<file path="src/rtl/assert_macros.svh">
// Assertion macros used by the frame parser RTL.
`ifndef ASSERT_MACROS_SVH
`define ASSERT_MACROS_SVH

// Property checked on every rising clock edge outside reset.
`define ASSERT_CLK(lbl, prop, msg) \
  lbl: assert property (@(posedge clk_i) disable iff (!rst_ni) (prop)) else $error(msg);

// Condition that must never be true outside reset.
`define ASSERT_NEVER(lbl, cond, msg) \
  lbl: assert property (@(posedge clk_i) disable iff (!rst_ni) !(cond)) else $error(msg);

`endif

</file>
<file path="src/rtl/slxfp_pkg.sv">
// Types and constants of the sync/length/XOR frame parser.
`timescale 1ns / 1ps

package slxfp_pkg;

  // Parser phases, one-hot.
  typedef enum logic [6:0] {
    PH_SYNC1  = 7'b000_0001,
    PH_SYNC2  = 7'b000_0010,
    PH_ID     = 7'b000_0100,
    PH_LEN    = 7'b000_1000,
    PH_DATA   = 7'b001_0000,
    PH_CSUM   = 7'b010_0000,
    PH_REPLAY = 7'b100_0000
  } phase_e;

  // Register indexes on the configuration port.
  localparam logic [2:0] REG_SYNC_FIRST   = 3'd0;
  localparam logic [2:0] REG_SYNC_SECOND  = 3'd1;
  localparam logic [2:0] REG_ACCEPTED_ID  = 3'd2;
  localparam logic [2:0] REG_EXPECTED_LEN = 3'd3;
  localparam logic [2:0] REG_ROBOT_TAG    = 3'd4;

  // Register reset values.
  localparam logic [7:0] RST_SYNC_FIRST   = 8'd170;
  localparam logic [7:0] RST_SYNC_SECOND  = 8'd85;
  localparam logic [7:0] RST_ACCEPTED_ID  = 8'd1;
  localparam logic [6:0] RST_EXPECTED_LEN = 7'd20;
  localparam logic [7:0] RST_ROBOT_TAG    = 8'd0;

endpackage

</file>
<file path="src/rtl/slxfp_in_if.sv">
// Received-byte channel: one serial byte and its timestamp per transaction.
`timescale 1ns / 1ps

interface slxfp_in_if;
  logic        valid;
  logic        ready;
  logic [7:0]  rx_byte;
  logic [31:0] time_ms;

  modport source (output valid, rx_byte, time_ms, input ready);
  modport sink   (input valid, rx_byte, time_ms, output ready);
endinterface

</file>
<file path="src/rtl/slxfp_out_if.sv">
// Payload channel: one replayed payload byte of an accepted frame per transaction.
`timescale 1ns / 1ps

interface slxfp_out_if;
  logic        valid;
  logic        ready;
  logic [7:0]  data_byte;
  logic [5:0]  byte_index;
  logic [31:0] stamp_ms;
  logic [7:0]  robot_tag;
  logic        last_byte;

  modport source (output valid, data_byte, byte_index, stamp_ms, robot_tag, last_byte,
                  input ready);
  modport sink   (input valid, data_byte, byte_index, stamp_ms, robot_tag, last_byte,
                  output ready);
endinterface

</file>
<file path="src/rtl/sync_length_xor_frame_parser.sv">
// Frame parser: two sync bytes, id, length, payload, XOR checksum; replays accepted payloads.
//
// Usage:
//   rx_i takes one received byte with its millisecond time per transaction. While
//   parsing, a byte is taken every cycle. After a checksum byte that matches, with
//   the configured id and length, the payload held in the on-chip payload memory is
//   replayed on tx_o as L transactions, one per payload byte, each carrying the
//   checksum byte's time, the configured robot tag, its index and a last flag.
//   After the checksum transaction, the first payload byte passes the memory read register
//   and the output register before it is valid on tx_o. Replay issues one read of the
//   single-port payload memory per cycle unless tx_o stalls, and rx_i is held off while
//   the reads are issued; rx_i.ready returns as soon as the last read is issued. A stall
//   on tx_o backs up through the output register and the memory read register and
//   pauses the reads; nothing is dropped. Registers are written over the APB-style port
//   at byte address 4*i; the user must write them only while the block is idle, as the
//   block itself does not enforce it. Reset returns the parser to hunting for the first
//   sync byte and restores the register defaults; the payload memory is not cleared, as
//   only bytes of the current frame are ever read back.
`timescale 1ns / 1ps

module sync_length_xor_frame_parser
  import slxfp_pkg::*;
#(
  parameter int unsigned MAX_PAYLOAD = 32
) (
  input  logic        clk_i,
  input  logic        rst_ni,
  slxfp_in_if.sink    rx_i,
  slxfp_out_if.source tx_o,
  input  logic        psel,
  input  logic        penable,
  input  logic        pwrite,
  input  logic [4:0]  paddr,
  input  logic [31:0] pwdata,
  output logic [31:0] prdata,
  output logic        pready
);

  localparam int unsigned IdxW = (MAX_PAYLOAD > 1) ? $clog2(MAX_PAYLOAD) : 1;
  localparam logic [7:0]  MaxLen8 = 8'(MAX_PAYLOAD);
  localparam logic [6:0]  MaxLen7 = 7'(MAX_PAYLOAD);

  // Configuration registers
  logic [7:0] sync_first_q, sync_second_q, accepted_id_q, robot_tag_q;
  logic [6:0] expected_len_q;
  logic       cfg_we;

  assign pready = 1'b1;
  assign cfg_we = psel && penable && pwrite;

  always_ff @(posedge clk_i or negedge rst_ni) begin
    if (!rst_ni) begin
      sync_first_q   <= RST_SYNC_FIRST;
      sync_second_q  <= RST_SYNC_SECOND;
      accepted_id_q  <= RST_ACCEPTED_ID;
      expected_len_q <= RST_EXPECTED_LEN;
      robot_tag_q    <= RST_ROBOT_TAG;
    end else if (cfg_we) begin
      case (paddr[4:2])
        REG_SYNC_FIRST:   sync_first_q   <= pwdata[7:0];
        REG_SYNC_SECOND:  sync_second_q  <= pwdata[7:0];
        REG_ACCEPTED_ID:  accepted_id_q  <= pwdata[7:0];
        REG_EXPECTED_LEN: expected_len_q <= pwdata[6:0];
        REG_ROBOT_TAG:    robot_tag_q    <= pwdata[7:0];
        default: ;
      endcase
    end
  end

  always_comb begin
    case (paddr[4:2])
      REG_SYNC_FIRST:   prdata = {24'd0, sync_first_q};
      REG_SYNC_SECOND:  prdata = {24'd0, sync_second_q};
      REG_ACCEPTED_ID:  prdata = {24'd0, accepted_id_q};
      REG_EXPECTED_LEN: prdata = {25'd0, expected_len_q};
      REG_ROBOT_TAG:    prdata = {24'd0, robot_tag_q};
      default:          prdata = '0;
    endcase
  end

  // Parser state
  phase_e      phase_q, phase_d;
  logic [7:0]  frame_id_q, frame_id_d;
  logic [6:0]  frame_len_q, frame_len_d;
  logic [6:0]  fill_q, fill_d;
  logic [7:0]  xor_q, xor_d;
  logic [6:0]  rd_cnt_q, rd_cnt_d;
  logic [31:0] stamp_q, stamp_d;

  // Replay pipeline: memory read register, then output register
  logic        s1_v_q;
  logic [7:0]  s1_data_q;
  logic [5:0]  s1_idx_q;
  logic        s1_last_q;
  logic [31:0] s1_stamp_q;
  logic        s1_move;
  logic        out_v_q;
  logic [7:0]  out_data_q;
  logic [5:0]  out_idx_q;
  logic [31:0] out_stamp_q;
  logic [7:0]  out_tag_q;
  logic        out_last_q;

  logic        in_fire, tx_fire, do_hunt, mem_we, issue, issue_last;
  logic [7:0]  b;
  logic [6:0]  rd_next;
  logic [7:0]  mem_q [MAX_PAYLOAD];

  assign b        = rx_i.rx_byte;
  assign rx_i.ready = (phase_q != PH_REPLAY);
  assign in_fire  = rx_i.valid && rx_i.ready;
  assign tx_fire  = tx_o.valid && tx_o.ready;
  assign s1_move  = s1_v_q && (!out_v_q || tx_o.ready);
  assign rd_next  = rd_cnt_q + 7'd1;

  always_comb begin
    phase_d     = phase_q;
    frame_id_d  = frame_id_q;
    frame_len_d = frame_len_q;
    fill_d      = fill_q;
    xor_d       = xor_q;
    rd_cnt_d    = rd_cnt_q;
    stamp_d     = stamp_q;
    do_hunt     = 1'b0;
    mem_we      = 1'b0;
    issue       = 1'b0;
    issue_last  = 1'b0;
    case (phase_q)
      PH_SYNC1: begin
        if (in_fire && b == sync_first_q) phase_d = PH_SYNC2;
      end
      PH_SYNC2: begin
        if (in_fire) begin
          if (b == sync_second_q) phase_d = PH_ID;
          else do_hunt = 1'b1;
        end
      end
      PH_ID: begin
        if (in_fire) begin
          frame_id_d = b;
          xor_d      = b;
          phase_d    = PH_LEN;
        end
      end
      PH_LEN: begin
        if (in_fire) begin
          if (b == 8'd0 || b > MaxLen8) begin
            do_hunt = 1'b1;
          end else begin
            frame_len_d = b[6:0];
            xor_d       = xor_q ^ b;
            fill_d      = '0;
            phase_d     = PH_DATA;
          end
        end
      end
      PH_DATA: begin
        if (in_fire) begin
          mem_we = (fill_q < MaxLen7);
          fill_d = fill_q + 7'd1;
          xor_d  = xor_q ^ b;
          if (fill_d >= frame_len_q) phase_d = PH_CSUM;
        end
      end
      PH_CSUM: begin
        if (in_fire) begin
          if (b == xor_q && frame_id_q == accepted_id_q && frame_len_q == expected_len_q)
          begin
            stamp_d  = rx_i.time_ms;
            rd_cnt_d = '0;
            phase_d  = PH_REPLAY;
          end else begin
            do_hunt = 1'b1;
          end
        end
      end
      PH_REPLAY: begin
        // Advance a read only when the read register is free or moving on.
        if (!s1_v_q || s1_move) begin
          issue      = 1'b1;
          rd_cnt_d   = rd_next;
          issue_last = (rd_next == frame_len_q);
          if (issue_last) do_hunt = 1'b1;
        end
      end
      default: do_hunt = 1'b1;
    endcase
    if (do_hunt) begin
      phase_d     = PH_SYNC1;
      frame_id_d  = '0;
      frame_len_d = '0;
      fill_d      = '0;
      xor_d       = '0;
    end
  end

  always_ff @(posedge clk_i or negedge rst_ni) begin
    if (!rst_ni) begin
      phase_q     <= PH_SYNC1;
      frame_id_q  <= '0;
      frame_len_q <= '0;
      fill_q      <= '0;
      xor_q       <= '0;
      rd_cnt_q    <= '0;
      s1_v_q      <= 1'b0;
      out_v_q     <= 1'b0;
    end else begin
      phase_q     <= phase_d;
      frame_id_q  <= frame_id_d;
      frame_len_q <= frame_len_d;
      fill_q      <= fill_d;
      xor_q       <= xor_d;
      rd_cnt_q    <= rd_cnt_d;
      if (issue) s1_v_q <= 1'b1;
      else if (s1_move) s1_v_q <= 1'b0;
      if (s1_move) out_v_q <= 1'b1;
      else if (tx_fire) out_v_q <= 1'b0;
    end
  end

  // Payload memory: writes happen only while filling, reads only while
  // replaying, so the same entry is never written and read in one cycle.
  always_ff @(posedge clk_i) begin
    if (mem_we) mem_q[fill_q[IdxW-1:0]] <= b;
    if (issue) s1_data_q <= mem_q[rd_cnt_q[IdxW-1:0]];
  end

  // Carry the stamp with each read, as the next frame may update stamp_q
  // before a stalled byte reaches the output register.
  always_ff @(posedge clk_i) begin
    stamp_q <= stamp_d;
    if (issue) begin
      s1_idx_q   <= rd_cnt_q[5:0];
      s1_last_q  <= issue_last;
      s1_stamp_q <= stamp_q;
    end
    if (s1_move) begin
      out_data_q  <= s1_data_q;
      out_idx_q   <= s1_idx_q;
      out_last_q  <= s1_last_q;
      out_stamp_q <= s1_stamp_q;
      out_tag_q   <= robot_tag_q;
    end
  end

  assign tx_o.valid      = out_v_q;
  assign tx_o.data_byte  = out_data_q;
  assign tx_o.byte_index = out_idx_q;
  assign tx_o.stamp_ms   = out_stamp_q;
  assign tx_o.robot_tag  = out_tag_q;
  assign tx_o.last_byte  = out_last_q;

`include "assert_macros.svh"

  `ASSERT_CLK(replay_cnt_a, (phase_q == PH_REPLAY) |-> (rd_cnt_q < frame_len_q),
              "replay read counter ran past the frame length")
  `ASSERT_CLK(s1_hold_a, (s1_v_q && !s1_move) |=> (s1_v_q && $stable(s1_data_q)),
              "stalled memory read data was lost")
  `ASSERT_NEVER(mem_rw_a, mem_we && issue,
                "payload memory written and read in the same cycle")

endmodule
</file>
<file path="src/flat_wrapper.sv">
// flat-port wrapper written by rule: the top's interface ports become plain ports
module sync_length_xor_frame_parser_flat import slxfp_pkg::*;
#(
  parameter int unsigned MAX_PAYLOAD = 32
)
  (clk_i, rst_ni, psel, penable, pwrite, paddr, pwdata, prdata, pready, rx_i_valid, rx_i_rx_byte, rx_i_time_ms, rx_i_ready, tx_o_valid, tx_o_data_byte, tx_o_byte_index, tx_o_stamp_ms, tx_o_robot_tag, tx_o_last_byte, tx_o_ready);
  slxfp_in_if rx_i_i ();
  slxfp_out_if tx_o_i ();
  input  logic clk_i;
  input  logic rst_ni;
  input  logic psel;
  input  logic penable;
  input  logic pwrite;
  input  logic [4:0] paddr;
  input  logic [31:0] pwdata;
  output logic [31:0] prdata;
  output logic pready;
  input wire logic [$bits(rx_i_i.valid)-1:0] rx_i_valid;
  input wire logic [$bits(rx_i_i.rx_byte)-1:0] rx_i_rx_byte;
  input wire logic [$bits(rx_i_i.time_ms)-1:0] rx_i_time_ms;
  output wire logic [$bits(rx_i_i.ready)-1:0] rx_i_ready;
  output wire logic [$bits(tx_o_i.valid)-1:0] tx_o_valid;
  output wire logic [$bits(tx_o_i.data_byte)-1:0] tx_o_data_byte;
  output wire logic [$bits(tx_o_i.byte_index)-1:0] tx_o_byte_index;
  output wire logic [$bits(tx_o_i.stamp_ms)-1:0] tx_o_stamp_ms;
  output wire logic [$bits(tx_o_i.robot_tag)-1:0] tx_o_robot_tag;
  output wire logic [$bits(tx_o_i.last_byte)-1:0] tx_o_last_byte;
  input wire logic [$bits(tx_o_i.ready)-1:0] tx_o_ready;
  assign rx_i_i.valid = rx_i_valid;
  assign rx_i_i.rx_byte = rx_i_rx_byte;
  assign rx_i_i.time_ms = rx_i_time_ms;
  assign rx_i_ready = rx_i_i.ready;
  assign tx_o_valid = tx_o_i.valid;
  assign tx_o_data_byte = tx_o_i.data_byte;
  assign tx_o_byte_index = tx_o_i.byte_index;
  assign tx_o_stamp_ms = tx_o_i.stamp_ms;
  assign tx_o_robot_tag = tx_o_i.robot_tag;
  assign tx_o_last_byte = tx_o_i.last_byte;
  assign tx_o_i.ready = tx_o_ready;
  sync_length_xor_frame_parser #(.MAX_PAYLOAD(MAX_PAYLOAD)) u_core (.clk_i(clk_i), .rst_ni(rst_ni), .rx_i(rx_i_i), .tx_o(tx_o_i), .psel(psel), .penable(penable), .pwrite(pwrite), .paddr(paddr), .pwdata(pwdata), .prdata(prdata), .pready(pready));
endmodule
</file>
<file path="config.mk">
export PLATFORM = sky130hd
export DESIGN_NAME = sync_length_xor_frame_parser_flat
export DESIGN_NICKNAME = d
export VERILOG_FILES = /design/src/rtl/slxfp_pkg.sv /design/src/rtl/slxfp_in_if.sv /design/src/rtl/slxfp_out_if.sv /design/src/rtl/sync_length_xor_frame_parser.sv /design/src/flat_wrapper.sv
export VERILOG_INCLUDE_DIRS = /design/src /design/src/rtl
export SDC_FILE = /design/constraint.sdc
export NUM_CORES = 1
export LEC_CHECK = 0
export BUFFER_PORTS_ARGS = -buffer_cell sky130_fd_sc_hd__buf_2
export CAP_MARGIN = 20
export CORE_AREA = 2 2 182 274
export CTS_CLUSTER_SIZE = 14
export DETAILED_ROUTE_END_ITERATION = 10
export DIE_AREA = 0 0 184 276
export PLACE_DENSITY = 0.53
export SYNTH_ARGS = -nofsm -noshare
export SYNTH_HDL_FRONTEND = slang
export SYNTH_SLANG_ARGS = --single-unit
</file>
<file path="constraint.sdc">
create_clock -name clk_i -period 4 [get_ports clk_i]
set_input_delay 0.8 -clock clk_i [delete_from_list [all_inputs] [get_ports clk_i]]
set_output_delay 0.8 -clock clk_i [all_outputs]
set_load 0.005 [all_outputs]
</file>
==> out/results.ini <==
[outcome]
status=finished clean

[synth]
synth_area_um2=19200
synthArstFlopShare=0.179
synth.top_cells.by_area=edfxtp_1, dfrtp_1, mux4_2
synth.top_cell.area_share=0.611
synth_area_per_cell_um2=17.9
synth_edf_count=390
yosys.area.top_type=edfxtp_1
yosys_warnings=0
syn_inst=1073
ys_ff_latch=475
synth-main-ff-cell=edfxtp_1
ys_types=63
ys_seq_area_frac=0.722

[floorplanning]
initial_utilization=0.397
rows=99
io_pins=174
die_h_um=276
core_um2=48300
die_area_um2=50800
die_x_um=184

[drt]
route.detailed.drc=0
vias_per_cell=5.13
first_iter_violations=473
wl_per_cell_um=21.6
drtAntennaViolNets=0
vias=9701
drt-total-wl_um=40800
first_pass_iters=4

[clock_tree]
postCtsSetupRepairBufs=0
ctsResizeCount=0
numCtsBuffers=44
clockRootBuffer=clkbuf_16
ctsLongestPathBuffers=3
htree_levels=2
insertion_delay_ns=0.57
path_clk_slew_ns=0.06
cts_hold_buf=0
cts.sinks=475
cts_tree=built

[place]
place.gp.congestion=0.768
dp_cells=1811
dp_hpwl_um=28400
place_area_um2=20700
numPortBuffers=122

[grt]
grt_pass1_wl_um=61700
use_met3=0.0225
met1_usage=0.173
grt_max_degree=69
grt-busiest-layer=met2
grt-ovfl-total=0
grtUsageMet2=0.314
grt_pass1_vias=10200
antenna_found_initial=2
grt_usage=0.162

[layout]
final_common_cell=edfxtp_1
nets=1348
final_util=0.456
syn2layout_area_growth_pct=15.0
design_area_um2=22000
drive_above_1_share=0.315
most-common-layout-cells=edfxtp_1, buf_2, mux4_2
instances_no_fill=1890
n_antenna_cell=0

[setup_path]
path_cells=buf_2, nor2_1, a22oi_1, o22ai_1, buf_2
critPathKind=in -> out
cp_slowest_cell=nor2_1
worst-path-max-fanout=20
crit_path_start_kind=primary input
critical_path_required_ns=3.20
crit_arrival_ns=2.29
worstSetupEndpointType=primary output
max_stage_delay_ns=0.62
cpMostUsedCell=buf_2
cp_top_family=simple AND/OR/NAND/NOR gates
critPathBufInv=2

[timing]
min_period_ns=3.09
setup_viol=0
maxSlewHeadroom=0.517
hold_viol=0
clock.fmax_mhz=324
finalSetupTns_ns=0
grt_setup_unrepaired=false
slew_viol_final=0
tightestPinTransition_ns=0.722
hold_ws_ns=0.251
clock_skew_ns=0.0213
fin_crit_sh=0.772

[power]
powerDensity_nw_per_um2=572
ir_drop_mv=0.402
p_leak_nw=7.88

[hold_path]
hp-class=in -> async

[flow_run]
cap_violations=0

## flip-flops by register name, summed over array words and instances, names as in the netlist, 6 cells and up
register	count
u_core.tx_o.stamp_ms	32
u_core.fill_q	7
u_core.tx_o.robot_tag	8
u_core.tx_o.byte_index	6
u_core.robot_tag_q	8
u_core.xor_q	8
u_core.mem_q	256
u_core.expected_len_q	7
u_core.tx_o.data_byte	8
u_core.rd_cnt_q	7
u_core.stamp_q	32
u_core.accepted_id_q	8
u_core.frame_id_q	8
u_core.sync_second_q	8
u_core.s1_idx_q	6
u_core.frame_len_q	7
u_core.s1_stamp_q	32
u_core.sync_first_q	8
u_core.s1_data_q	8
u_core.phase_q	7
## where the power goes
part	leakage (nW)	switching [W]	internal (W)	total [W]
combinational	2.61	0.00139	0.00122	0.00261
sequential	4.61	0.000229	0.00581	0.00603
clock	0.657	0.00175	0.00221	0.00395
total	7.88	0.00337	0.00924	0.0126
## layer usage
metal	routed length [µm]	up-vias	share of wire
met3	1540	67	0.038
met4	1540	0	0.038
met1	14800	4940	0.36
li1	-	4481	-
met5	0	-	0
met2	22900	213	0.56
## cell type report
| type | count | area, µm² |
|---|---|---|
| flip-flops and latches | 475 | 13900 |
| fillers | 4169 | 26300 |
| clock inverters | 18 | 121 |
| multi-input cells | 536 | 4940 |
| clock buffers | 60 | 1220 |
| well taps | 606 | 758 |
| repair buffers | 181 | 1090 |
| inverters | 14 | 52.6 |
## final timing paths
check	from	to	slack, ns	cells past startpoint
max in group asynchronous	rst_ni	u_core.sync_first_q[5]	2.94	2
min in group clk_i	u_core.s1_stamp_q[15]	u_core.tx_o.stamp_ms[15]	0.42	0
setup / recovery	paddr[3]	prdata[0]	0.91	5
setup reg to reg	u_core.phase_q[1]	u_core.mem_q[23][1]	1.16	7
hold / removal	rst_ni	u_core.tx_o.valid	0.25	1
hold reg to reg	u_core.s1_stamp_q[15]	u_core.tx_o.stamp_ms[15]	0.42	0
## kinds of logic after synthesis
group | share of synthesized area
other | 0.000392
AOI/OAI and AO/OA | 0.0345
buffers and inverters | 0.0251
and+or+nand+nor | 0.0515
xor gates and xnor gates | 0.0242
muxes | 0.134
DFF | 0.722
adders and majority gates | 0.00783
## through the flow
| step | power [W] | setup WS (ns) |
|---|---|---|
| global placement | 0.00879 | 0.736 |
| CTS | 0.0128 | 0.910 |
| finish | 0.0126 | 0.912 |
| floorplan | 0.00795 | 0.311 |
| detailed placement | 0.00882 | 0.686 |
| global route | 0.0131 | 0.751 |
## Yosys cell counts (3+ instances only)
cell type	number
nor4_1	11
inv_1	14
a211oi_1	3
nand3b_1	3
nor3_1	4
clkbuf_1	20
dfrtp_1	73
buf_4	29
xor2_1	41
a22oi_1	20
nor3_2	3
buf_2	12
buf_1	5
mux2i_1	15
mux2_2	53
or3_1	3
o21ai_0	29
a21oi_1	7
o21ai_2	5
nand2_1	50
xnor2_1	12
mux4_2	81
nand3_1	15
a31oi_1	3
dfstp_2	12
ha_1	12
buf_6	5
nor2b_1	4
nor2_1	80
a211o_1	3
o22ai_1	6
nand2b_1	8
edfxtp_1	390
(Power assumes the default switching activity.)
